<file path="src/design/dtt_pkg.sv">
`default_nettype none

package dtt_pkg;

  localparam logic [1:0] FUNC_TICK  = 2'd0;
  localparam logic [1:0] FUNC_READ  = 2'd1;
  localparam logic [1:0] FUNC_WRITE = 2'd2;

  localparam logic [1:0] REG_DIV = 2'd0;
  localparam logic [1:0] REG_CNT = 2'd1;
  localparam logic [1:0] REG_MOD = 2'd2;
  localparam logic [1:0] REG_CTL = 2'd3;

  localparam int CountdownWidth = 12;
  localparam logic [CountdownWidth-1:0] COUNTDOWN_RESET = 12'd1024;

  localparam int CtlEnableBit = 2;

  typedef struct packed {
    logic [1:0] func;
    logic [7:0] cycles;
    logic [1:0] reg_sel;
    logic [7:0] write_data;
  } dtt_req_t;

  typedef struct packed {
    logic [7:0] read_data;
    logic       timer_irq;
  } dtt_rsp_t;

  function automatic logic [CountdownWidth-1:0] rate_period(input logic [1:0] rate);
    logic [CountdownWidth-1:0] period;
    case (rate)
      2'd0:    period = 12'd1024;
      2'd1:    period = 12'd16;
      2'd2:    period = 12'd64;
      2'd3:    period = 12'd256;
      default: period = 12'd1024;
    endcase
    return period;
  endfunction

endpackage

`default_nettype wire

</file>
<file path="src/design/dtt_state.sv">
`default_nettype none

module dtt_state
  import dtt_pkg::*;
(
  input  wire logic     clk,
  input  wire logic     rst,
  input  wire logic     fire,
  input  wire dtt_req_t req,
  output dtt_rsp_t      rsp
);

  logic [7:0]                div_reg, div_reg_next;
  logic [7:0]                cnt_reg, cnt_reg_next;
  logic [7:0]                mod_reg, mod_reg_next;
  logic [7:0]                ctl_reg, ctl_reg_next;
  logic [7:0]                prescale, prescale_next;
  logic [CountdownWidth-1:0] countdown, countdown_next;

  logic [8:0]                pre_sum;
  logic [CountdownWidth-1:0] cyc_ext;

  always_comb begin
    div_reg_next   = div_reg;
    cnt_reg_next   = cnt_reg;
    mod_reg_next   = mod_reg;
    ctl_reg_next   = ctl_reg;
    prescale_next  = prescale;
    countdown_next = countdown;
    rsp            = '0;
    pre_sum        = {1'b0, prescale} + {1'b0, req.cycles};
    cyc_ext        = {{(CountdownWidth-8){1'b0}}, req.cycles};

    case (req.func)
      FUNC_TICK: begin
        prescale_next = pre_sum[7:0];
        if (pre_sum[8]) begin
          div_reg_next = div_reg + 8'd1;
        end
        if (ctl_reg[CtlEnableBit]) begin
          if (countdown <= cyc_ext) begin
            countdown_next = rate_period(ctl_reg[1:0]);
            if (cnt_reg == 8'hFF) begin
              cnt_reg_next  = mod_reg;
              rsp.timer_irq = 1'b1;
            end else begin
              cnt_reg_next = cnt_reg + 8'd1;
            end
          end else begin
            countdown_next = countdown - cyc_ext;
          end
        end
      end
      FUNC_READ: begin
        case (req.reg_sel)
          REG_DIV: rsp.read_data = div_reg;
          REG_CNT: rsp.read_data = cnt_reg;
          REG_MOD: rsp.read_data = mod_reg;
          REG_CTL: rsp.read_data = ctl_reg;
          default: rsp.read_data = '0;
        endcase
      end
      FUNC_WRITE: begin
        case (req.reg_sel)
          REG_DIV: div_reg_next = req.write_data;
          REG_CNT: cnt_reg_next = req.write_data;
          REG_MOD: mod_reg_next = req.write_data;
          REG_CTL: ctl_reg_next = req.write_data;
          default: ;
        endcase
      end
      default: ;
    endcase
  end

  always_ff @(posedge clk) begin
    if (rst) begin
      div_reg   <= '0;
      cnt_reg   <= '0;
      mod_reg   <= '0;
      ctl_reg   <= '0;
      prescale  <= '0;
      countdown <= COUNTDOWN_RESET;
    end else if (fire) begin
      div_reg   <= div_reg_next;
      cnt_reg   <= cnt_reg_next;
      mod_reg   <= mod_reg_next;
      ctl_reg   <= ctl_reg_next;
      prescale  <= prescale_next;
      countdown <= countdown_next;
    end
  end

endmodule

`default_nettype wire

</file>
<file path="src/design/dtt_out_reg.sv">
`default_nettype none

module dtt_out_reg
  import dtt_pkg::*;
(
  input  wire logic     clk,
  input  wire logic     rst,
  input  wire logic     load,
  input  wire dtt_rsp_t rsp_in,
  output logic          rsp_valid,
  input  wire logic     rsp_stall,
  output dtt_rsp_t      rsp,
  output logic          ready
);

  assign ready = !rsp_valid || !rsp_stall;

  always_ff @(posedge clk) begin
    if (rst) begin
      rsp_valid <= 1'b0;
    end else if (ready) begin
      rsp_valid <= load;
    end
  end

  always_ff @(posedge clk) begin
    if (ready && load) begin
      rsp <= rsp_in;
    end
  end

endmodule

`default_nettype wire

</file>
<file path="src/design/div_tima_timer_core.sv">
// Divider / counter timer with four byte registers: divider, counter,
// modulo and control.
// Request channel (req_valid, req_stall, req): each transfer is a tick of
// req.cycles clocks, a register read or a register write, picked by req.func.
// Response channel (rsp_valid, rsp_stall, rsp): exactly one response per
// request, in order; read_data carries the register on a read, timer_irq is
// set when a tick overflowed the counter.
// Pipeline: a request is captured in an input register, processed against the
// timer state by combinational add, compare and increment logic, and its
// response is loaded into the output register, which raises rsp_valid.
// Throughput: one request per cycle while no response is stalled; the state
// update is combinational, so the next request always sees the updated state.
// Stall: while rsp_stall holds a response, the output register freezes, and
// once the input register is occupied it freezes too and req_stall rises.
// Reset: all registers and the prescaler clear, the countdown loads 1024, and
// both pipeline registers empty.
`default_nettype none

module div_tima_timer_core
  import dtt_pkg::*;
(
  input  wire logic     clk,
  input  wire logic     rst,
  input  wire logic     req_valid,
  output logic          req_stall,
  input  wire dtt_req_t req,
  output logic          rsp_valid,
  input  wire logic     rsp_stall,
  output dtt_rsp_t      rsp
);

  logic     held_valid;
  dtt_req_t held;
  logic     advance;
  logic     fire;
  dtt_rsp_t result;

  assign req_stall = held_valid && !advance;
  assign fire      = held_valid && advance;

  always_ff @(posedge clk) begin
    if (rst) begin
      held_valid <= 1'b0;
    end else if (!req_stall) begin
      held_valid <= req_valid;
    end
  end

  always_ff @(posedge clk) begin
    if (!req_stall && req_valid) begin
      held <= req;
    end
  end

  dtt_state u_state (
    .clk  (clk),
    .rst  (rst),
    .fire (fire),
    .req  (held),
    .rsp  (result)
  );

  dtt_out_reg u_out_reg (
    .clk       (clk),
    .rst       (rst),
    .load      (held_valid),
    .rsp_in    (result),
    .rsp_valid (rsp_valid),
    .rsp_stall (rsp_stall),
    .rsp       (rsp),
    .ready     (advance)
  );

endmodule

`default_nettype wire
</file>
<file path="config.mk">
export PLATFORM = sky130hd
export DESIGN_NAME = div_tima_timer_core
export DESIGN_NICKNAME = d
export VERILOG_FILES = /design/src/design/dtt_pkg.sv /design/src/design/dtt_state.sv /design/src/design/dtt_out_reg.sv /design/src/design/div_tima_timer_core.sv
export SDC_FILE = /design/constraint.sdc
export NUM_CORES = 1
export LEC_CHECK = 0
export ABC_AREA = 1
export ABC_CLOCK_PERIOD_IN_PS = 2100
export BUFFER_PORTS_ARGS = -buffer_cell sky130_fd_sc_hd__buf_4
export CORE_ASPECT_RATIO = 0.8
export CORE_MARGIN = 2
export CORE_UTILIZATION = 25
export DETAILED_ROUTE_END_ITERATION = 10
export PLACE_DENSITY_LB_ADDON = 0.05
export SLEW_MARGIN = 20
export SYNTH_ARGS = -nofsm -noshare
export SYNTH_HDL_FRONTEND = slang
export SYNTH_HIERARCHICAL = 1
export SYNTH_SLANG_ARGS = --single-unit
</file>
<file path="constraint.sdc">
create_clock -name clk -period 2.1 [get_ports clk]
set_input_delay 0.21 -clock clk [delete_from_list [all_inputs] [get_ports clk]]
set_output_delay 0.21 -clock clk [all_outputs]
set_load 0.02 [all_outputs]
</file>
* After elaboration in Yosys (flattened, before gate mapping)
Index checks and enable logic that the tools add are counted.
Storage, ports and cells: register bits 83, input port bits 24, output and inout bits 11, logic and storage cells 64
Operators by class: add/sub/neg operators 4, magnitude comparators 1, equality and inequality tests 14, mux-type cells 12, reductions and logical operators 19
Operator list (count):
- $mux W8 | 6
- $pmux W12 S4 | 1
- $pmux W8 S2 | 2
- $pmux W8 S4 | 1
- $add A8 B1 Y8 const B | 2
- $le A12 B8 Y1 | 1
- $mux W12 | 1
- $reduce_and A3 Y1 | 4
- $sub A12 B8 Y12 | 1
- $eq A2 B2 Y1 const B | 5
- $add A8 B8 Y9 | 1
- $eq A8 B8 Y1 const B | 1
- $eq A2 B1 Y1 const B | 3
- $logic_not A2 Y1 | 3
- $ne A2 B1 Y1 const B | 3
- $reduce_and A5 Y1 | 1
- $logic_not A1 Y1 | 4
- $ne A2 B2 Y1 const B | 2
- $reduce_and A4 Y1 | 1
- $logic_and A1 B1 Y1 | 3
- $reduce_and A2 Y1 | 1
- $reduce_bool A2 Y1 | 1
- $logic_or A1 B1 Y1 | 1
- $mux W1 | 1

* Logic depth before layout (Yosys ltp)
Gate-level depths: netlist of run 1.
depth after elaboration 6, depth in mapped cells 15, mapped depth without buffers 14

* By module
Netlist of run 1, hierarchy kept.
By module, submodules not included:
- dtt_state | times used 1, cells each 572, area each 3657.3 um^2, sequential area each 1041.0 um^2
- div_tima_timer_core | times used 1, cells each 29, area each 656.9 um^2, sequential area each 620.6 um^2
- dtt_out_reg | times used 1, cells each 14, area each 314.1 um^2, sequential area each 290.3 um^2

* Worst setup path after synthesis of run 1
OpenSTA, ideal clock, no wires.
kind reg-to-reg, start point register held[10] in the netlist's numbering, end point register u_state.countdown[6], setup time 109 ps, arrival time 1708 ps, data required time 1991 ps, slack 283 ps, stages on the path, launching flop included 15, path buffers 1, clock period less this slack 1817 ps, cell sequence edfxtp_1 ha_1 inv_1 fa_1 nand2_1 nand2_1 nand3_2 nand2_1 nand2_2 nand2_2 buf_6 nand3_1 nand3_1 nand2_1 inv_1
On the way: longest elaborated chain between the ends 2, elaborated cells on any way between the ends 3, those cells by class add/sub: 1; order compare: 1; mux: 1
RTL lines:
- start, declared | RTL line div_tima_timer_core.sv:33 | dtt_req_t held;
- start signal, assigned | RTL line div_tima_timer_core.sv:51 | held <= req;
- $sub A12 B8 Y12 or $le A12 B8 Y1 (tied branches) | RTL line dtt_state.sv:50, dtt_state.sv:41
- $mux W12 * | RTL line dtt_state.sv:41 | if (countdown <= cyc_ext) begin
- end signal, assigned | RTL line dtt_state.sv:90 | countdown <= countdown_next;
- end, declared | RTL line dtt_state.sv:18 | logic [CountdownWidth-1:0] countdown, countdown_next;
Mark *: on every way between the ends. The rest lies on a longest branch, timed or not. A chain may end at the register's enable or synchronous reset.

* Worst setup path in the final report of run 1
start point register held[10] in the netlist's numbering, end point register u_state.countdown[0]
The elaborated chain is that of the path after synthesis.

==> results of run 1 <==
## how the worst max path moves through the flow
stage / start / endpoint / slack [ns] / cells after the start
6_report: held[10]$_DFFE_PP_ / u_state/countdown[0]$_SDFFE_PP0P_ / 0.16 / 12
5_1_grt: held[10]$_DFFE_PP_ / u_state/countdown[10]$_SDFFE_PP1P_ / 0.003 / 12
4_1_cts: held[10]$_DFFE_PP_ / u_state/countdown[11]$_SDFFE_PP0P_ / 0.003 / 13
3_5_place_dp: held[10]$_DFFE_PP_ / u_state/div_reg[7]$_SDFFE_PP0P_ / -0.02 / 10
3_3_place_gp: held[10]$_DFFE_PP_ / u_state/div_reg[7]$_SDFFE_PP0P_ / 0.06 / 10
2_1_floorplan: held[10]$_DFFE_PP_ / u_state/countdown[6]$_SDFFE_PP0P_ / 0.28 / 14
## final cells by class
cell class,count,area (µm²),share of cell area (%)
multi-input combinational,449,2387,41.92
sequential,83,1952,34.27
timing repair buffer,68,523.0,9.183
tap,230,287.8,5.053
clock inverter,3,38.79,0.6810
clock buffer,13,240.2,4.218
inverter,71,266.5,4.679
## metal layers
metal / part of all wire (%) / routed length (µm)
met1: 56 / 7984
met2: 39 / 5628
met3: 3.5 / 498
met4: 1.2 / 172
met5: 0 / 0
## through the flow
step	util, %	hold WS [ns]	cells	setup TNS, ns
after global placement	29.23	0.3882	894	0
after floorplan	-	0.2724	615	0
final	31.35	0.03847	917	0
after CTS	30.92	0.02465	912	0
after detailed placement	29.23	0.3895	894	-0.01711
after global routing	31.35	0.02193	917	0
## cell families after synthesis
| kind of cell | share of synthesized area [%] |
|---|---|
| fa+ha+maj | 5.731 |
| compound gates | 12.68 |
| flops | 42.17 |
| xor+xnor | 1.893 |
| buf+inv | 7.299 |
| simple gates | 30.22 |
## cell usage in the layout (no fill, tap or decap), types with 2 or more instances in the layout
master     count
nand2_1      132
nor2_1        88
buf_4         67
inv_1         64
dfxtp_1       54
a21oi_1       44
nand3_1       40
o21ai_0       37
edfxtp_1      29
ha_1          16
nand4_1       12
nand2_2        9
nor2_2         9
clkbuf_16      9
inv_2          7
nor2_4         7
xor2_1         7
nand3b_1       6
clkbuf_1       4
a221oi_1       4
nor3_1         4
a41oi_1        3
nand2_4        3
xnor2_1        3
o21ai_1        3
a21o_1         3
a31oi_1        3
o21bai_1       2
or2_2          2
fa_2           2
ha_2           2
## timing repair
action,CTS,global route
endpoints found under the setup margin,1,29
gates resized for setup,0,15
cloned,0,1
pin swaps,1,3
setup buffers,2,4
## report_power, final
part	switching, mW	internal (mW)	total, mW
Combinational	0.238	0.153	0.391
Sequential	0.0436	1.72	1.76
Clock	0.636	0.918	1.55
Total	0.918	2.79	3.71
==> metrics.cfg, run 1 <==
[drt]
wl_per_cell_um=15.58
drc_errors=0
firstDrtPassIters=4
antenna_left=0
vias=4241
drt_iter0_markers=324
drt-total-wl_mm=14.28
via_per_inst=4.625

[floorplan]
rows=44
die-area_mm2=0.01962
core_area_mm2=0.01817
initial_utilization_pct=25.48
io_pins=35
die_x_um=156.1
die_h_um=125.7

[clocking]
h-tree-depth=3
insertion_delay_ns=0.35
cts.reportedPaths.clkPinSlew_ns=0.06
cts_sinks=83
clockBufferDepth=2
cts_root_buf=clkbuf_16
tritoncts=yes
hold_buffers=0
numCtsBuffers=9

[logic_synthesis]
synth_area_mm2=0.004628
synth-seq-cells=83
async_flop_share_pct=0
synth.distinct_cells=39
synth_area_leaders=dfxtp_1, edfxtp_1, nand2_1, nor2_1, inv_1
syn_area_per_cell_um2=7.526
synth_common_cells=nand2_1, nor2_1, inv_1
synth_nets=659
yosysMostFrequentCell=nand2_1
synthFlopType=dfxtp_1
yosysWarnings=6
synth_top_area_cell=dfxtp_1
synth-edff-count=29
synth_top_area_share_pct=23.36
synth.yosys.seq_area_share_pct=42.17
syn_inst=615

[sta]
hold_viol_final=0
min_period_ns=1.937
final_max_slew_viol_count=0
max_freq_mhz=516.4
fin_crit_sh_pct=92.22
setup_viol=0
tightest_slew_ns=0.4902
grt_setup_unrepaired=no
finalWorstSetupSlack_ns=0.1634
timing.slew.headroom_pct=67.20
clock_skew_ns=0.008239

[cells_and_area]
num-nets-final=726
postLayoutCellArea_mm2=0.005695
drive_gt1_share_pct=18.05
syn_to_final_growth_pct=23.06
top_regs=held x20, u_state/countdown x12, u_out_reg/rsp x9
antenna_cells=0
largest_reg_flops=20
top_register=held
fillers=1974

[pwr]
ir_worst_vdd_mv=0.3143
p_leak_nw=2.509
power_mw=3.707
p_per_area_mw_per_mm2=650.8

[global_route]
grt.busiest_layer=met1
grtUsageMet3_pct=3.407
use_met2_pct=20.51
grt_use_met1_pct=23.34
grt_pass1_vias=4017
grt_pass1_wl_mm=22.16
grt_max_degree=34
track_usage_pct=14.95
antenna_found_initial=0
grt_overflow=0

[critical_path]
crit_path_end_kind=flip-flop
rrSetupSlack_ns=0.16
rr_worst_depth=12
regToRegEndpoint=u_state/countdown[0]$_SDFFE_PP0P_
reg2reg_from=held[10]$_DFFE_PP_
cp_slowest_cell=edfxtp_1
critPathArrivalTime_ns=2.16
crit_family=simple AND/OR/NAND/NOR gates
criticalPathCategory=flip-flop to flip-flop
path_buf_inv=2
critPathMaxFanout=5
required_ns=2.32
start_kind=flip-flop
crit_path_cell_trace=ha_2 > inv_1 > fa_2 > nand2_1 > nand2_2 > nand3_2 > nand2_2 > nand2_4 > nand2_4 > buf_4 > nand3b_1 > a21oi_1
cpPeakStageDelay_ns=0.37

[flow_run]
maxCapViolCount=0

[place]
hpwl_mm=10.95
dpl_worst_slack_ns=-0.01711
routabilityCongestion=0.8162
placed_cell_area_mm2=0.005310
numPortBuffers=34

[min_path]
min_path_cells=1
hold_class=input pin to flip-flop
min_to=held[19]$_DFFE_PP_
hold_start=req[19]

[run_status]
status=finished clean

(Power assumes the default switching activity.)
==> inputs of run 2 (changes only) <==
Settings changed: CELL_PAD_IN_SITES_DETAIL_PLACEMENT set to 0, CELL_PAD_IN_SITES_GLOBAL_PLACEMENT set to 1, GPL_ROUTABILITY_DRIVEN set to 0.
==> run 2 against run 1 <==
Register-to-register slack worse by 0.11 ns. Global-route usage up 1.2 points. Worst hold slack worse by 0.0074 ns. Cell count down 0.76%. First-iteration DRC count down 8.3%. Critical endpoint is now u_state/countdown[4]$_SDFFE_PP0P_. Largest power group unchanged.
==> metrics.cfg, run 2 (synthesized netlist as in run 1, its figures left out) <==
[pwr]
intPower_mw=2.939  ; +5.4%
clkPwrFrac_pct=44.6  ; +2.7 points
p_leak_nw=2.518  ; +0.37%
p_per_area_mw_per_mm2=680.0  ; +4.5%
ir_worst_vdd_mv=0.3904  ; +24%
p_sw_mw=0.9633  ; +5.0%
pwr-share-comb_pct=10.3  ; -0.3 points
p_sw_share_pct=24.68  ; -0.069 points
seqPwrFrac_pct=45.1  ; -2.4 points

[flow_run]
maxCapViolCount=0  ; unchanged

[cells_and_area]
final_common_cell=nand2_1
num-nets-final=719  ; -0.96%
instances_no_fill=910  ; -0.76%
layout.area.seq_mm2=0.001952  ; unchanged
multi_input_area_mm2=0.002424  ; +1.5%
top_register=held
largest_reg_flops=20  ; unchanged
antenna_cells=0  ; unchanged
most-common-layout-cells=nand2_1, nor2_1, inv_1
drive_gt1_share_pct=18.82  ; +0.77 points
top_regs=held x20, u_state/countdown x12, u_out_reg/rsp x9
syn_to_final_growth_pct=24.01
postLayoutCellArea_mm2=0.005739  ; +0.77%
fillers=1985  ; +0.56%

[critical_path]
path_buf_inv=4  ; +2
crit_path_cell_trace=ha_2 > inv_2 > fa_2 > nand2_4 > nand2_4 > nand3_4 > nand2_2 > nand2_2 > buf_6 > buf_4 > nand4_1 > nand3_2 > nand2_1 > inv_1
cpPeakStageDelay_ns=0.40  ; +0.03 ns
required_ns=2.40  ; +0.08 ns
cp_slowest_cell=fa_2
crit_family=simple AND/OR/NAND/NOR gates
rrSetupSlack_ns=0.05  ; -0.11 ns
start_kind=flip-flop
criticalPathCategory=flip-flop to flip-flop
critPathArrivalTime_ns=2.34  ; +0.18 ns
crit_path_end_kind=flip-flop
critPathMaxFanout=3  ; -2

[global_route]
track_usage_pct=16.17  ; +1.2 points
antenna_found_initial=0  ; unchanged
grt_overflow=0  ; unchanged
grt_pass1_wl_mm=23.74  ; +7.1%
grt_pass1_vias=4074  ; +1.4%
grt_max_degree=22  ; -35%

[floorplan]
core_area_mm2=0.01817  ; unchanged
initial_utilization_pct=25.48  ; unchanged
rows=44  ; unchanged
die-area_mm2=0.01962  ; unchanged
die_h_um=125.7  ; unchanged
die_x_um=156.1  ; unchanged
io_pins=35  ; unchanged

[drt]
vias=4273  ; +0.75%
via_per_inst=4.696  ; +1.5%
firstDrtPassIters=5  ; +1
topRoutingLayerUsed=met4
met1_length_mm=8.365  ; +4.8%
wl_per_cell_um=16.95  ; +8.8%
drc_errors=0  ; unchanged
antenna_left=0  ; unchanged
wl_met3_um=676  ; +36%
drt_iter0_markers=297  ; -8.3%
wl_met2_mm=6.141  ; +9.1%
drt-total-wl_mm=15.42  ; +8.0%

[sta]
min_period_ns=2.046  ; +0.1090 ns
timing.slew.headroom_pct=62.42  ; -4.8 points
hold_viol_final=0  ; unchanged
fin_crit_sh_pct=97.41  ; +5.2 points
max_freq_mhz=488.9  ; -5.3%
grt_setup_unrepaired=yes
clock_skew_ns=0.009069  ; +0.0008300 ns
setup_viol=0  ; unchanged
final_max_slew_viol_count=0  ; unchanged
tightest_slew_ns=0.5617  ; +0.07153 ns
hold_slack_ns=0.03111  ; -0.007362 ns

[clocking]
cts_root_buf=clkbuf_16
numCtsBuffers=9  ; unchanged
cts.reportedPaths.clkPinSlew_ns=0.06  ; about the same
h-tree-depth=3  ; unchanged
insertion_delay_ns=0.35  ; about the same
tritoncts=yes
clockBufferDepth=2  ; unchanged
cts_sinks=83  ; unchanged

[place]
numPortBuffers=34  ; unchanged
hpwl_mm=11.73  ; +7.1%
placed_cell_area_mm2=0.005255  ; -1.0%
place_inst=885  ; -1.0%

[min_path]
hold_class=input pin to flip-flop

[run_status]
status=finished clean

## run 2: cell types whose count changed in the layout (fill, tap and decap cells not counted), sizes merged
cell,previous run,this run
nand2,144,143
clkbuf,13,11
bufinv,1,2
clkinvlp,0,1
buf,68,62
## run 2: path summary, 6_finish.rpt
kind,startpoint,to,cells past startpoint
worst max register to register,held[10]$_DFFE_PP_,u_state/countdown[4]$_SDFFE_PP0P_,14
worst min-delay path,req[13],held[13]$_DFFE_PP_,1
worst min register to register,u_state/countdown[0]$_SDFFE_PP0P_,u_state/countdown[0]$_SDFFE_PP0P_,2
worst max-delay path,held[10]$_DFFE_PP_,u_state/countdown[4]$_SDFFE_PP0P_,14
## run 2: cell type report
type,count,share of cell area (%)
clock buffer,11,4.229
tap,230,5.014
sequential,83,34.01
timing repair buffer,62,8.524
inverter,71,4.644
multi-input combinational,448,42.23
clock inverter,5,1.352
## run 2: per-layer routing
layer	track usage [%]	vias to the layer above
met4	4.263	0
met2	22.28	90
met3	3.372	13
li1	-	2151
met5	0	-
met1	25.22	2019
## run 2: repair_timing
action	CTS	global route
setup buffers	3	6
setup endpoints to repair	9	28
pin swaps	1	10
resized for setup	3	26
hold buffers	0	0
## run 2: power groups by stage
stage               Sequential, mW  Combinational [mW]  Clock (mW)
floorplan                     1.79               0.224           0
finish                        1.76               0.402        1.74
CTS                           1.76               0.393        1.80
detailed placement            1.80               0.388           0
global placement              1.79               0.391           0
global route                  1.77               0.451        1.86
## run 2: through the flow
stage               worst slack (ns)  setup TNS, ns  total power, mW  util [%]
global placement            -0.06161       -0.07832            2.186     28.93
CTS                          0.02357              0            3.957     30.88
finish                       0.05439              0            3.902     31.59
floorplan                     0.2834              0            2.013         -
global route                -0.03183       -0.07373            4.073     31.59
detailed placement          -0.06307       -0.09273            2.183     28.93
